## src/hdl/hedu_pkg.sv

```systemverilog
// Shared types, character codes and entity tables for the HTML entity decoder.
// No dependencies; every other file in hdl/ imports this package.
package hedu_pkg;

   localparam int HOLD_DEPTH_DEFAULT = 8;
   localparam int NUM_ENT            = 13;

   localparam logic [7:0] CH_AMP  = 8'h26;
   localparam logic [7:0] CH_HASH = 8'h23;
   localparam logic [7:0] CH_SEMI = 8'h3B;
   localparam logic [7:0] CH_ZERO = 8'h30;
   localparam logic [7:0] CH_NINE = 8'h39;

   typedef struct packed {
      logic [7:0] in_byte;
      logic       in_last;
   } req_type;

   typedef struct packed {
      logic [7:0] out_byte;
      logic       out_last;
   } rsp_type;

   typedef enum logic [3:0] {
      ENT_NBSP, ENT_AMP, ENT_LT, ENT_GT, ENT_QUOT, ENT_COPY, ENT_REG,
      ENT_RAQUO, ENT_LAQUO, ENT_BULL, ENT_MIDDOT, ENT_NDASH, ENT_MDASH
   } ent_id_type;

   // What the byte under the scan pointer does
   typedef enum logic [2:0] {
      ACT_PASS,   // no reference open, byte goes out as is
      ACT_HOLD,   // byte opens or extends a reference
      ACT_NUM,    // ';' closes a decimal reference
      ACT_NAMED,  // byte closes a named entity
      ACT_MISS    // no candidate left or no room to hold: '&' out, held bytes rescanned
   } act_type;

   typedef struct packed {
      logic load;
      logic proc;
      logic rep;
      logic flush;
   } dp_cmd_type;

   typedef struct packed {
      act_type act;
      logic    queue_one;
      logic    queue_zero;
      logic    last;
      logic    rep_final;
      logic    flush_final;
      logic    out_free;
   } dp_status_type;

   // Name length counts the closing ';' but not the '&'
   function automatic logic [3:0] ent_name_len(input ent_id_type ent);
      logic [3:0] len;
      case (ent)
         ENT_NBSP:   len = 4'd5;
         ENT_AMP:    len = 4'd4;
         ENT_LT:     len = 4'd3;
         ENT_GT:     len = 4'd3;
         ENT_QUOT:   len = 4'd5;
         ENT_COPY:   len = 4'd5;
         ENT_REG:    len = 4'd4;
         ENT_RAQUO:  len = 4'd6;
         ENT_LAQUO:  len = 4'd6;
         ENT_BULL:   len = 4'd5;
         ENT_MIDDOT: len = 4'd7;
         ENT_NDASH:  len = 4'd6;
         ENT_MDASH:  len = 4'd6;
         default:    len = 4'd0;
      endcase
      return len;
   endfunction

   function automatic logic [7:0] ent_name_char(input ent_id_type ent, input logic [2:0] pos);
      logic [55:0] str;
      logic [7:0]  ch;
      int          sh;
      case (ent)
         ENT_NBSP:   str = "nbsp;";
         ENT_AMP:    str = "amp;";
         ENT_LT:     str = "lt;";
         ENT_GT:     str = "gt;";
         ENT_QUOT:   str = "quot;";
         ENT_COPY:   str = "copy;";
         ENT_REG:    str = "reg;";
         ENT_RAQUO:  str = "raquo;";
         ENT_LAQUO:  str = "laquo;";
         ENT_BULL:   str = "bull;";
         ENT_MIDDOT: str = "middot;";
         ENT_NDASH:  str = "ndash;";
         ENT_MDASH:  str = "mdash;";
         default:    str = '0;
      endcase
      ch = 8'h00;
      sh = int'(ent_name_len(ent)) - 1 - int'(pos);
      if (sh >= 0) begin
         ch = str[8*sh +: 8];
      end
      return ch;
   endfunction

   function automatic logic [1:0] ent_rep_len(input ent_id_type ent);
      logic [1:0] len;
      case (ent)
         ENT_COPY, ENT_REG:                len = 2'd3;
         ENT_RAQUO, ENT_LAQUO, ENT_MDASH:  len = 2'd2;
         default:                          len = 2'd1;
      endcase
      return len;
   endfunction

   function automatic logic [7:0] ent_rep_char(input ent_id_type ent, input logic [1:0] pos);
      logic [23:0] str;
      logic [7:0]  ch;
      int          sh;
      case (ent)
         ENT_NBSP:   str = " ";
         ENT_AMP:    str = "&";
         ENT_LT:     str = "<";
         ENT_GT:     str = ">";
         ENT_QUOT:   str = "\"";
         ENT_COPY:   str = "(c)";
         ENT_REG:    str = "(r)";
         ENT_RAQUO:  str = ">>";
         ENT_LAQUO:  str = "<<";
         ENT_BULL:   str = "*";
         ENT_MIDDOT: str = ".";
         ENT_NDASH:  str = "-";
         ENT_MDASH:  str = "--";
         default:    str = '0;
      endcase
      ch = 8'h00;
      sh = int'(ent_rep_len(ent)) - 1 - int'(pos);
      if (sh >= 0) begin
         ch = str[8*sh +: 8];
      end
      return ch;
   endfunction

endpackage

```

## src/hdl/hedu_ctrl.sv

```systemverilog
// Sequencer for the entity decoder: load, scan, replacement and flush phases.
// Depends on hedu_pkg (command/status structs, action codes).
module hedu_ctrl
   import hedu_pkg::*;
(
   input  logic          clock,
   input  logic          reset,
   input  logic          req_valid,
   output logic          req_ready,
   input  dp_status_type status,
   output dp_cmd_type    cmd
);

   typedef enum logic [1:0] {ST_IDLE, ST_PROC, ST_REP, ST_FLUSH} state_type;

   state_type state_ff, state_in;
   logic      req_ready_ff, req_ready_in;
   logic      emits;

   assign emits = (status.act == ACT_PASS) || (status.act == ACT_NUM) ||
                  (status.act == ACT_MISS);

   always_comb begin
      cmd      = '0;
      state_in = state_ff;
      case (state_ff)
         ST_IDLE: begin
            if (req_valid && req_ready_ff) begin
               cmd.load = 1'b1;
               state_in = ST_PROC;
            end
         end
         ST_PROC: begin
            // only stall the scan when this byte has to leave
            if (status.out_free || !emits) begin
               cmd.proc = 1'b1;
               case (status.act)
                  ACT_NAMED: state_in = ST_REP;
                  ACT_HOLD: begin
                     if (status.queue_one) begin
                        state_in = status.last ? ST_FLUSH : ST_IDLE;
                     end
                  end
                  ACT_PASS, ACT_NUM: begin
                     if (status.queue_one) begin
                        state_in = ST_IDLE;
                     end
                  end
                  default: ;
               endcase
            end
         end
         ST_REP: begin
            if (status.out_free) begin
               cmd.rep = 1'b1;
               if (status.rep_final) begin
                  state_in = status.queue_zero ? ST_IDLE : ST_PROC;
               end
            end
         end
         ST_FLUSH: begin
            if (status.out_free) begin
               cmd.flush = 1'b1;
               if (status.flush_final) begin
                  state_in = ST_IDLE;
               end
            end
         end
         default: state_in = ST_IDLE;
      endcase
      req_ready_in = (state_in == ST_IDLE);
   end

   always_ff @(posedge clock) begin
      if (reset) begin
         state_ff     <= ST_IDLE;
         req_ready_ff <= 1'b0;
      end else begin
         state_ff     <= state_in;
         req_ready_ff <= req_ready_in;
      end
   end

   assign req_ready = req_ready_ff;

endmodule

```

## src/hdl/hedu_dpath.sv

```systemverilog
// Datapath: circular hold/rescan buffer, entity candidate mask, decimal
// accumulator and output register. Depends on hedu_pkg.
module hedu_dpath
   import hedu_pkg::*;
#(
   parameter int HOLD_DEPTH = HOLD_DEPTH_DEFAULT
)
(
   input  logic          clock,
   input  logic          reset,
   input  req_type       req_data,
   input  dp_cmd_type    cmd,
   output dp_status_type status,
   input  logic          rsp_ready,
   output logic          rsp_valid,
   output rsp_type       rsp_data
);

   localparam int PW = $clog2(HOLD_DEPTH);
   localparam int CW = $clog2(HOLD_DEPTH + 1);

   // Held bytes start at head; unscanned bytes follow from scan on.
   // scan always equals head + hold count, modulo the depth.
   logic [7:0]         buf_ff [HOLD_DEPTH];
   logic [PW-1:0]      head_ff, head_in, scan_ff, scan_in;
   logic [PW-1:0]      head_nx, scan_nx, rd_addr;
   logic [CW-1:0]      hold_cnt_ff, hold_cnt_in, queue_cnt_ff, queue_cnt_in;
   logic [CW-1:0]      k;
   logic [NUM_ENT-1:0] cand_ff, cand_in, hit, done_hit;
   logic               num_mode_ff, num_mode_in;
   logic [7:0]         num_val_ff, num_val_in, num_next;
   ent_id_type         ent_ff, ent_in, done_ent;
   logic [1:0]         rep_idx_ff, rep_idx_in;
   logic               last_ff, last_in;
   logic               rsp_valid_ff, rsp_valid_in;
   rsp_type            rsp_ff, rsp_in;
   logic [7:0]         cur;
   logic [3:0]         nlen;
   logic               hold_room, is_digit, out_free, rep_final, emit;
   rsp_type            emit_data;
   act_type            act;

   assign head_nx  = (head_ff == PW'(HOLD_DEPTH - 1)) ? '0 : head_ff + 1'b1;
   assign scan_nx  = (scan_ff == PW'(HOLD_DEPTH - 1)) ? '0 : scan_ff + 1'b1;
   // with nothing left to scan, the port serves the flush from head
   assign rd_addr  = (queue_cnt_ff == '0) ? head_ff : scan_ff;
   assign cur      = buf_ff[rd_addr];
   assign k        = hold_cnt_ff - CW'(1);
   assign hold_room = hold_cnt_ff < CW'(HOLD_DEPTH);
   assign is_digit = (cur >= CH_ZERO) && (cur <= CH_NINE);
   assign num_next = (num_val_ff << 3) + (num_val_ff << 1) + (cur - CH_ZERO);
   assign out_free = !rsp_valid_ff || rsp_ready;
   assign rep_final = rep_idx_ff == (ent_rep_len(ent_ff) - 2'd1);

   always_comb begin
      hit      = '0;
      done_hit = '0;
      done_ent = ENT_NBSP;
      nlen     = '0;
      for (int i = 0; i < NUM_ENT; i++) begin
         nlen = ent_name_len(ent_id_type'(4'(i)));
         hit[i] = cand_ff[i] && (CW'(nlen) > k) &&
                  (ent_name_char(ent_id_type'(4'(i)), k[2:0]) == cur);
         done_hit[i] = hit[i] && (CW'(nlen) == hold_cnt_ff);
         if (done_hit[i]) begin
            done_ent = ent_id_type'(4'(i));
         end
      end
   end

   always_comb begin
      if (hold_cnt_ff == '0) begin
         act = (cur == CH_AMP) ? ACT_HOLD : ACT_PASS;
      end else if (|done_hit) begin
         act = ACT_NAMED;
      end else if (|hit) begin
         act = hold_room ? ACT_HOLD : ACT_MISS;
      end else if ((hold_cnt_ff == CW'(1)) && (cur == CH_HASH) && hold_room) begin
         act = ACT_HOLD;
      end else if (num_mode_ff && (cur == CH_SEMI)) begin
         act = ACT_NUM;
      end else if (num_mode_ff && is_digit && hold_room) begin
         act = ACT_HOLD;
      end else begin
         act = ACT_MISS;
      end
   end

   always_comb begin
      head_in      = head_ff;
      scan_in      = scan_ff;
      hold_cnt_in  = hold_cnt_ff;
      queue_cnt_in = queue_cnt_ff;
      cand_in      = cand_ff;
      num_mode_in  = num_mode_ff;
      num_val_in   = num_val_ff;
      ent_in       = ent_ff;
      rep_idx_in   = rep_idx_ff;
      last_in      = last_ff;
      emit         = 1'b0;
      emit_data    = '0;

      if (cmd.load) begin
         queue_cnt_in = CW'(1);
         last_in      = req_data.in_last;
      end

      if (cmd.proc) begin
         case (act)
            ACT_PASS: begin
               head_in      = scan_nx;
               scan_in      = scan_nx;
               queue_cnt_in = queue_cnt_ff - CW'(1);
               emit         = 1'b1;
               emit_data    = '{out_byte: cur, out_last: last_ff && status.queue_one};
            end
            ACT_HOLD: begin
               scan_in      = scan_nx;
               hold_cnt_in  = hold_cnt_ff + CW'(1);
               queue_cnt_in = queue_cnt_ff - CW'(1);
               if (hold_cnt_ff == '0) begin
                  cand_in     = '1;
                  num_mode_in = 1'b0;
                  num_val_in  = '0;
               end else if (|hit) begin
                  cand_in = hit;
               end else if (num_mode_ff) begin
                  num_val_in = num_next;
               end else begin
                  cand_in     = '0;
                  num_mode_in = 1'b1;
                  num_val_in  = '0;
               end
            end
            ACT_NUM: begin
               head_in      = scan_nx;
               scan_in      = scan_nx;
               hold_cnt_in  = '0;
               queue_cnt_in = queue_cnt_ff - CW'(1);
               num_mode_in  = 1'b0;
               emit         = 1'b1;
               emit_data    = '{out_byte: num_val_ff, out_last: last_ff && status.queue_one};
            end
            ACT_NAMED: begin
               head_in      = scan_nx;
               scan_in      = scan_nx;
               hold_cnt_in  = '0;
               queue_cnt_in = queue_cnt_ff - CW'(1);
               num_mode_in  = 1'b0;
               ent_in       = done_ent;
               rep_idx_in   = '0;
            end
            ACT_MISS: begin
               // send the '&' out and rescan the rest of the held bytes
               head_in      = head_nx;
               scan_in      = head_nx;
               hold_cnt_in  = '0;
               queue_cnt_in = hold_cnt_ff + queue_cnt_ff - CW'(1);
               num_mode_in  = 1'b0;
               emit         = 1'b1;
               emit_data    = '{out_byte: CH_AMP, out_last: 1'b0};
            end
            default: ;
         endcase
      end

      if (cmd.rep) begin
         rep_idx_in = rep_idx_ff + 2'd1;
         emit       = 1'b1;
         emit_data  = '{out_byte: ent_rep_char(ent_ff, rep_idx_ff),
                        out_last: last_ff && status.queue_zero && rep_final};
      end

      if (cmd.flush) begin
         head_in     = head_nx;
         hold_cnt_in = hold_cnt_ff - CW'(1);
         emit        = 1'b1;
         emit_data   = '{out_byte: cur, out_last: last_ff && status.flush_final};
      end

      rsp_valid_in = emit ? 1'b1 : (rsp_ready ? 1'b0 : rsp_valid_ff);
      rsp_in       = emit ? emit_data : rsp_ff;
   end

   always_ff @(posedge clock) begin
      if (reset) begin
         head_ff      <= '0;
         scan_ff      <= '0;
         hold_cnt_ff  <= '0;
         queue_cnt_ff <= '0;
         num_mode_ff  <= 1'b0;
         rsp_valid_ff <= 1'b0;
      end else begin
         head_ff      <= head_in;
         scan_ff      <= scan_in;
         hold_cnt_ff  <= hold_cnt_in;
         queue_cnt_ff <= queue_cnt_in;
         num_mode_ff  <= num_mode_in;
         rsp_valid_ff <= rsp_valid_in;
      end
   end

   always_ff @(posedge clock) begin
      cand_ff    <= cand_in;
      num_val_ff <= num_val_in;
      ent_ff     <= ent_in;
      rep_idx_ff <= rep_idx_in;
      last_ff    <= last_in;
      rsp_ff     <= rsp_in;
      if (cmd.load) begin
         buf_ff[scan_ff] <= req_data.in_byte;
      end
   end

   assign status = '{act:         act,
                     queue_one:   queue_cnt_ff == CW'(1),
                     queue_zero:  queue_cnt_ff == '0,
                     last:        last_ff,
                     rep_final:   rep_final,
                     flush_final: hold_cnt_ff == CW'(1),
                     out_free:    out_free};

   assign rsp_valid = rsp_valid_ff;
   assign rsp_data  = rsp_ff;

endmodule

```

## src/hdl/html_entity_decoder_unit.sv

```systemverilog
// Channel | Dir | Handshake            | Payload
// req     | in  | req_valid/req_ready  | req_type {in_byte, in_last}
// rsp     | out | rsp_valid/rsp_ready  | rsp_type {out_byte, out_last}
//
// A byte is taken while idle and then scanned; the next byte is taken only once
// the previous one is through. A mismatch sends the '&' out, and each held byte
// after it and the mismatching byte are scanned again. While the output is free,
// a named entity gives one replacement byte per cycle, and at the last mark the
// held bytes are flushed one per cycle. The hold buffer has a single read port.
// Reset is synchronous; req_ready rises the cycle after reset is released.
// While rsp_ready is low the output register holds and the scan waits only
// when a byte has to leave.
// Top level: sequencer plus datapath. Depends on hedu_pkg, hedu_ctrl, hedu_dpath.
module html_entity_decoder_unit
   import hedu_pkg::*;
#(
   parameter int HOLD_DEPTH = HOLD_DEPTH_DEFAULT
)
(
   input  logic    clock,
   input  logic    reset,
   input  logic    req_valid,
   output logic    req_ready,
   input  req_type req_data,
   output logic    rsp_valid,
   input  logic    rsp_ready,
   output rsp_type rsp_data
);

   dp_cmd_type    cmd;
   dp_status_type status;

   hedu_ctrl u_ctrl (
      .clock     (clock),
      .reset     (reset),
      .req_valid (req_valid),
      .req_ready (req_ready),
      .status    (status),
      .cmd       (cmd)
   );

   hedu_dpath #(
      .HOLD_DEPTH (HOLD_DEPTH)
   ) u_dpath (
      .clock     (clock),
      .reset     (reset),
      .req_data  (req_data),
      .cmd       (cmd),
      .status    (status),
      .rsp_ready (rsp_ready),
      .rsp_valid (rsp_valid),
      .rsp_data  (rsp_data)
   );

endmodule

```

## config.mk

```make
export PLATFORM = sky130hd
export DESIGN_NAME = html_entity_decoder_unit
export DESIGN_NICKNAME = d
export VERILOG_FILES = /design/src/hdl/hedu_pkg.sv /design/src/hdl/hedu_ctrl.sv /design/src/hdl/hedu_dpath.sv /design/src/hdl/html_entity_decoder_unit.sv
export SDC_FILE = /design/constraint.sdc
export NUM_CORES = 1
export LEC_CHECK = 0
export BUFFER_PORTS_ARGS = -buffer_cell sky130_fd_sc_hd__buf_2
export CAP_MARGIN = 10
export CORE_ASPECT_RATIO = 1.2
export CORE_UTILIZATION = 60
export DETAILED_ROUTE_END_ITERATION = 16
export PLACE_DENSITY = 0.83
export RECOVER_POWER = 100
export SYNTH_ARGS = -nofsm -noshare
export SYNTH_HDL_FRONTEND = slang
export SYNTH_SLANG_ARGS = --single-unit
```

## constraint.sdc

```tcl
create_clock -name clock -period 17.6 [get_ports clock]
set_input_delay 1.76 -clock clock [delete_from_list [all_inputs] [get_ports clock]]
set_output_delay 1.76 -clock clock [all_outputs]
set_load 0.005 [all_outputs]
```

# --- Yosys cells after proc, flatten, opt, wreduce, memory -nomap -nowiden ---
# Memories as Yosys holds them, arrays and structs flattened.
# Cells that the tools add are included.
classes:
  add_sub_neg: 19
  n_mul: 0
  div: 0
  magnitude_cmp: 14
  eq_ne: 41
  shifts: 14
  muxes: 90
  bitwise: 0
  reduce_logical: 87
ops:
  columns: ["operator", "count"]
  rows:
  - ["$shiftx 56x32->8 const A", 13]
  - ["$ge 32x1->1 const B", 6]
  - ["$mux 8", 16]
  - ["$eq 8x8->1", 13]
  - ["$logic_and 1x1->1", 50]
  - ["$mux 3", 16]
  - ["$mux 4", 10]
  - ["$shiftx 24x32->8", 1]
  - ["$sub 32x3->32", 1]
  - ["$mux 9", 3]
  - ["$pmux 9 s3", 1]
  - ["$mux 13", 2]
  - ["$mux 2", 13]
  - ["$reduce_or 13->1", 2]
  - ["$eq 8x6->1 const B", 3]
  - ["$mux 24", 1]
  - ["$mux 1", 20]
  - ["$add 8x8->8", 2]
  - ["$eq 3x4->1 const A", 4]
  - ["$gt 3x4->1 const A", 4]
  - ["$pmux 4 s2", 2]
  - ["$eq 4x3->1 const B", 3]
  - ["$pmux 3 s2", 2]
  - ["$reduce_bool 2->1", 6]
  - ["other kinds (42)", 71]
totals:
  reg_bits: 56
  latch_bits: 0
  ram_bits: 64
  romBits: 240
  input_bits: 13
  elab_cells: 283
  mem_count: 2
memory_table:
  columns: ["memory", "words", "word_bits", "rd", "rd_clocked_by_memory_dff", "write_ports", "line_no", "text"]
  rows:
  - ["(no name shown)", 16, 15, 1, 0, 0, "hedu_pkg.sv:119", "case (ent)"]
  - ["u_dpath.buf_ff", 8, 8, 1, 0, 1, "hedu_dpath.sv:24", "logic [7:0] buf_ff [HOLD_DEPTH];"]

# --- Depth between registers and ports, before layout ---
# An unclocked memory read counts as a cell.
logic_depth:
  depth_word: 24
  depth_mapped: 21
  ltp_nobuf: 18

# --- By module ---
# A second synthesis with hierarchy kept.
hier_totals:
  hier_cells: 911
  area_unflattened_um2: 9235.1
modules_own_cells:
  columns: ["module", "instances", "cells_per_inst", "area_each_um2", "seq_area_each_um2"]
  rows:
  - ["hedu_dpath", 1, 885, 8998.6, 3353.2]
  - ["hedu_ctrl", 1, 26, 236.5, 60.1]

# --- Worst setup path after synthesis ---
# Ideal clock, no wire load.
synth_path:
  path_kind: "register -> register"
  start: "register u_dpath.hold_cnt_ff[0]"
  end: "register u_dpath.cand_ff[0], enable pin"
  setup_time_ps: 382
  arrival_time_ps: 5463
  slack_ps: 11755
  stages_incl_launch_ff: 20
  path_buffers: 4
  synth_period_minus_slack_ps: 5845
  cell_sequence: "dfxtp_1 -> clkinv_1 -> ha_1 -> clkbuf_1 -> xnor2_1 -> clkbuf_1 -> ha_1 -> clkbuf_1 -> o311ai_0 -> o22ai_1 -> a211oi_1 -> a21oi_1 -> a22oi_1 -> nand4_1 -> o21ai_4 -> o41ai_2 -> buf_4 -> nor2_2 -> nand2_1 -> nor2_1"
synth_between:
  elab_chain_cells: 18
  word_cells_on_any_way: 126
synth_lines:
  columns: ["element", "line_no", "text"]
  rows:
  - ["start, declared", "hedu_dpath.sv:27", "logic [CW-1:0] hold_cnt_ff, hold_cnt_in, queue_cnt_ff, queue_cnt_in;"]
  - ["start signal, assigned", "hedu_dpath.sv:196", "hold_cnt_ff <= hold_cnt_in;"]
  - ["$sub 4x1->4", "hedu_dpath.sv:48", "assign k = hold_cnt_ff - CW'(1);"]
  - ["$sub 3x3->4 or $sub 2x3->4 (tied branches)", "hedu_pkg.sv:98", "sh = int'(ent_name_len(ent)) - 1 - int'(pos);"]
  - ["$ge 32x1->1 or $shiftx 56x32->8 (tied branches)", "hedu_pkg.sv:99, hedu_pkg.sv:100", null]
  - ["$mux 8", "hedu_pkg.sv:99", "if (sh >= 0) begin"]
  - ["$eq 8x8->1", "hedu_dpath.sv:63", "(ent_name_char(ent_id_type'(4'(i)), k[2:0]) == cur);"]
  - ["$logic_and 1x1->1", "hedu_dpath.sv:62", "hit[i] = cand_ff[i] && (CW'(nlen) > k) &&"]
  - ["$reduce_or 13->1 or $logic_and 1x1->1 (tied branches)", "hedu_dpath.sv:76, hedu_dpath.sv:125, hedu_dpath.sv:64", null]
  - ["$mux 3 or $reduce_or 13->1 (tied branches)", "hedu_dpath.sv:76, hedu_dpath.sv:74", null]
  - ["$mux 3", "hedu_dpath.sv:74", "end else if (|done_hit) begin"]
  - ["$mux 3", "hedu_dpath.sv:72", "if (hold_cnt_ff == '0) begin"]
  - ["$eq 3x2->1 or $logic_not 3->1 (tied branches)", "hedu_ctrl.sv:20", "assign emits = (status.act == ACT_PASS) || (status.act == ACT_NUM) ||"]
  - ["$logic_or 1x1->1 (2 in series)", "hedu_ctrl.sv:20", null]
  - ["$logic_not 1->1", "hedu_ctrl.sv:35", "if (status.out_free || !emits) begin"]
  - ["$logic_or 1x1->1", "hedu_ctrl.sv:35", null]
  - ["$mux 1", "hedu_ctrl.sv:35", null]
  - ["$mux 1", "hedu_ctrl.sv:26", "case (state_ff)"]
  - ["$reduce_and 3->1 (no source line) (*)", null, null]
  - ["end signal, assigned", "hedu_dpath.sv:204", "cand_ff <= cand_in;"]
  - ["end, declared", "hedu_dpath.sv:29", "logic [NUM_ENT-1:0] cand_ff, cand_in, hit, done_hit;"]
# Mark *: on every way between the ends. The rest lies on a longest branch, timed or not.
# A chain may end at the register's enable or synchronous reset.

# --- Worst setup path after layout ---
layout_path:
  start: "register u_dpath.hold_cnt_ff[0]"
  end: "register u_dpath.cand_ff[6], enable pin"
# The elaborated chain is that of the path after synthesis.

==> metrics.md <==
| Metric | Value |
|---|---|
| Status | `finished with violations` |
| Failing checks | `capacitance limit, slew limit` |
| Worst Setup Path Type | `reg -> reg` |
| P per Cell Area | `150 nW/um^2` |
| Largest net degree at the start of global routing | `36` |
| CP Max Fanout | `35` |
| Global route overflow | `0` |
| Dpl hpwl | `19,800 microns` |
| Leak Pwr | `3.51 nW` |
| Top cells by area, synth | `edfxtp_1, ha_1, mux2i_1` |
| Fin crit period | `10,060 ps` |
| Critical Path Max Stage Delay | `1080 ps` |
| Worst-skew pair later-pin latency | `approximately 430 ps` |
| CP Buf/Inv Count | `4` |
| Worst r2r src | `u_dpath.hold_cnt_ff[0]` |
| DRT Wirelength | `27,300 microns` |
| Fmax | `99.4 MHz` |
| Die ar. | `16,800 sq um` |
| Worst Reg-to-Reg Cells | `20` |
| Layout area overhead | `4.86%` |
| WP data arrival | `10,090 ps` |
| CTS max path bufs | `2` |
| Slowest CP cell | `clkbuf_1` |
| Most used DFF post-synth | `edfxtp_1` |
| Register area share after synthesis | `0.348` |
| Vias in the first global route | `7,944` |
| Post-DRT Antenna Nets | `0` |
| Endpoint class of the critical path | `flop` |
| Die W | `~120 microns` |
| 1st-iter DRT viols | `approximately 1,300` |
| Final Setup Violations | `0` |
| Post-CTS sizing | `0` |
| Most common cell after layout, fill and taps aside | `nand2_1` |
| Number of antenna violations at the first check in global routing | `0` |
| FF+latch area | `3410 sq um` |
| Port Buffers | `23` |
| Synth top area share | `0.309` |
| Hold path startpoint | `u_dpath.num_val_ff[7]` |
| Setup Skew | `13.0 ps` |
| Req. time, crit path | `17,630 ps` |
| Worst-margin pin slew | `1480 ps` |
| TNS Setup | `0 ps` |
| Syn Area/Cell | `around 10 sq um` |
| Most frequent cells in the layout | `nand2_1, edfxtp_1, nor2_1, a21oi_1, mux2i_1` |
| Area of the multi-input gates | `5670 sq um` |
| Critical Path Source Type | `flop` |
| Hold WS | `591 ps` |
| CTS Hold Bufs | `0` |
| Initial Utilization | `0.622` |
| Die height | `142 microns` |
| Max-cap violations | `2` |
| # rows | `50` |
| Worst reg2reg path endpoint | `u_dpath.cand_ff[6]` |
| Number of flops mapped to enable cells by yosys | `101` |
| TritonCTS Buffers | `17` |
| Type of the worst min-delay path | `reg -> reg` |
| Drt first pass iters | `7` |
| Worst reg2reg setup slack | `7540 ps` |
| Mapped Cells | `989` |
| First-pass GRT wire length | `43,100 microns` |
| Delay-heaviest family, CP | `simple AND/OR/NAND/NOR gates` |
| Post-synth top area cell | `edfxtp_1` |
| CP startpoint | `u_dpath.hold_cnt_ff[0]` |
| Sink Count | `120` |
| Share of cells above drive strength 1 | `0.126` |
| Ys Warns | `0` |
| Worst-path clk slew | `~60 ps` |
| DRC viols | `0` |
| Setup Buffers After CTS | `0` |
| IO Pins | `24` |
| Max Slew Vio Count | `1` |
| Core Region | `15,800 sq um` |
| Total GRT Usage | `0.333` |
| Slew headroom | `-0.000574` |
| Hold endpoint | `u_dpath.rsp_data[8]` |
| Root buffer cell | `clkbuf_16` |
| Hold Vio Cnt, Final | `0` |
| Drt wl/cell | `22.6 microns` |
| Filler cells | `1,279` |
| ANT cells | `0` |
| Vias per cell | `6.89` |
| RSZ-0062 raised after global routing | `false` |
| CP Cell Sequence | `clkbuf_1 > clkinv_1 > ha_1 > xnor2_1 > clkbuf_1 > inv_1 > ha_1 > nor2_1 > and3_1 > a41oi_1 > and4_2 > o221ai_1 > nor2_1 > nand4_1 > o2111ai_1 > nor4_1 > a21oi_1 > nor2_1 > nand2_1 > nor2_1` |
| Worst vdd ir | `around 0.00011 V` |
| Layout Nets | `1,052` |
| Final period utilization | `0.572` |
| Register bit total from synthesis | `120` |
| CTS tree | `built` |
| Hold path depth | `1` |
| Number of distinct library cells after synthesis | `120` |
| DR vias | `8,341` |
| CTS H-tree lvls | `4` |
| Ys async rst share | `0` |
| Mapped cell area | `9800 sq um` |
| Cell repeated most along the worst path | `nor2_1` |
| Final Wtd Congestion | `1.02` |
-- worst register-to-register path, delay by kind of cell (launching register included) --
family	cells	cell delay, ps
simple gates	9	3990
compound gates	4	940
buf+inv	4	2930
fa+ha+maj	2	1000
xor+xnor	1	510
flops	1	310
-- cell usage after synthesis, types with 7 or more instances --
library cell and count:
or2_2 7, a21o_1 10, clkbuf_1 21, nand3_1 25
o22ai_1 13, nand4_1 16, dfxtp_1 19, nor2b_1 16
mux4_2 16, a211oi_1 19, nand2b_1 14, and3_1 9
edfxtp_1 101, inv_1 34, or3_1 8, xor2_1 7
nand2_1 104, mux2i_1 44, buf_2 9, a21oi_1 43
nor4_1 11, fa_1 7, nor2_1 67, buf_6 8
a31oi_1 13, ha_1 43, o21ai_0 27, nor3_1 27
o32a_1 7, mux2_2 12, clkbuf_8 10, xnor2_1 39
-- cells by family (layout without fill, tap and decap cells) --
logic type	count (synthesis)	in the layout	share of synthesized area
AND/OR/NAND/NOR	357	357	0.197
AO/OA/AOI/OAI	240	240	0.184
flip-flops	120	120	0.348
buffers and inverters	98	110	0.0576
multiplexers	77	77	0.103
adder cells (fa/ha/maj)	50	50	0.0692
XOR/XNOR	46	46	0.0411
other	1	2	0.000383
-- area by class of cell --
type / count / area share
Tap cell: 208 / 0.0253
Sequential cell: 120 / 0.332
Multi-Input combinational cell: 772 / 0.552
Clock buffer: 18 / 0.0418
Clock inverter: 14 / 0.0152
Timing Repair Buffer: 37 / 0.0186
Inverter: 41 / 0.0150
-- where the power goes --
part,total (mW),internal (mW),switching (mW),leakage [nW]
clock,0.352,0.221,0.132,0.279
sequential,0.346,0.332,0.0145,1.07
combinational,0.841,0.305,0.536,2.16
total,1.54,0.857,0.682,3.51
-- per-stage QoR --
step            util  cells  worst slack [ps]  power (mW)  area [sq um]
2_1_floorplan      -    990             11750       0.998          9800
4_1_cts        0.664   1210             10430        1.53         10500
5_1_grt        0.652   1210              7020        1.61         10300
6_report       0.652   1210              7540        1.54         10300
3_3_place_gp   0.627   1178             10780        1.16          9880
3_5_place_dp   0.627   1178             10480        1.17          9880
-- sequential cells by signal, indices dropped and copies added, names as in the netlist --
name,flops
u_dpath.buf_ff,64
u_dpath.cand_ff,13
u_dpath.rsp_data,9
u_dpath.num_val_ff,8
u_dpath.ent_ff,4
u_dpath.hold_cnt_ff,4
u_dpath.queue_cnt_ff,4
u_dpath.head_ff,3
u_dpath.scan_ff,3
u_ctrl.state_ff,2
u_dpath.rep_idx_ff,2
u_ctrl.req_ready,1
u_dpath.last_ff,1
u_dpath.num_mode_ff,1
u_dpath.rsp_valid,1
-- layer usage --
layer  vias up  routed length (microns)  global-route usage  share of wire
li1       3761                        -                   -              -
met1      3932                    10300               0.397           0.38
met2       534                    13300               0.554           0.49
met3       114                     2300              0.0633          0.084
met4         0                     1450               0.216          0.053
met5         -                        0                   0              0
-- worst max path at each step --
stage	to	slack, ps	cells after the start
2_1_floorplan	u_dpath.cand_ff[0]	11750	19
3_3_place_gp	u_dpath.cand_ff[2]	10780	21
3_5_place_dp	u_dpath.cand_ff[2]	10480	21
4_1_cts	u_dpath.cand_ff[2]	10430	21
5_1_grt	u_dpath.cand_ff[2]	7020	20
6_report	u_dpath.cand_ff[6]	7540	20
No activity file was read; power rests on OpenSTA's default activity.
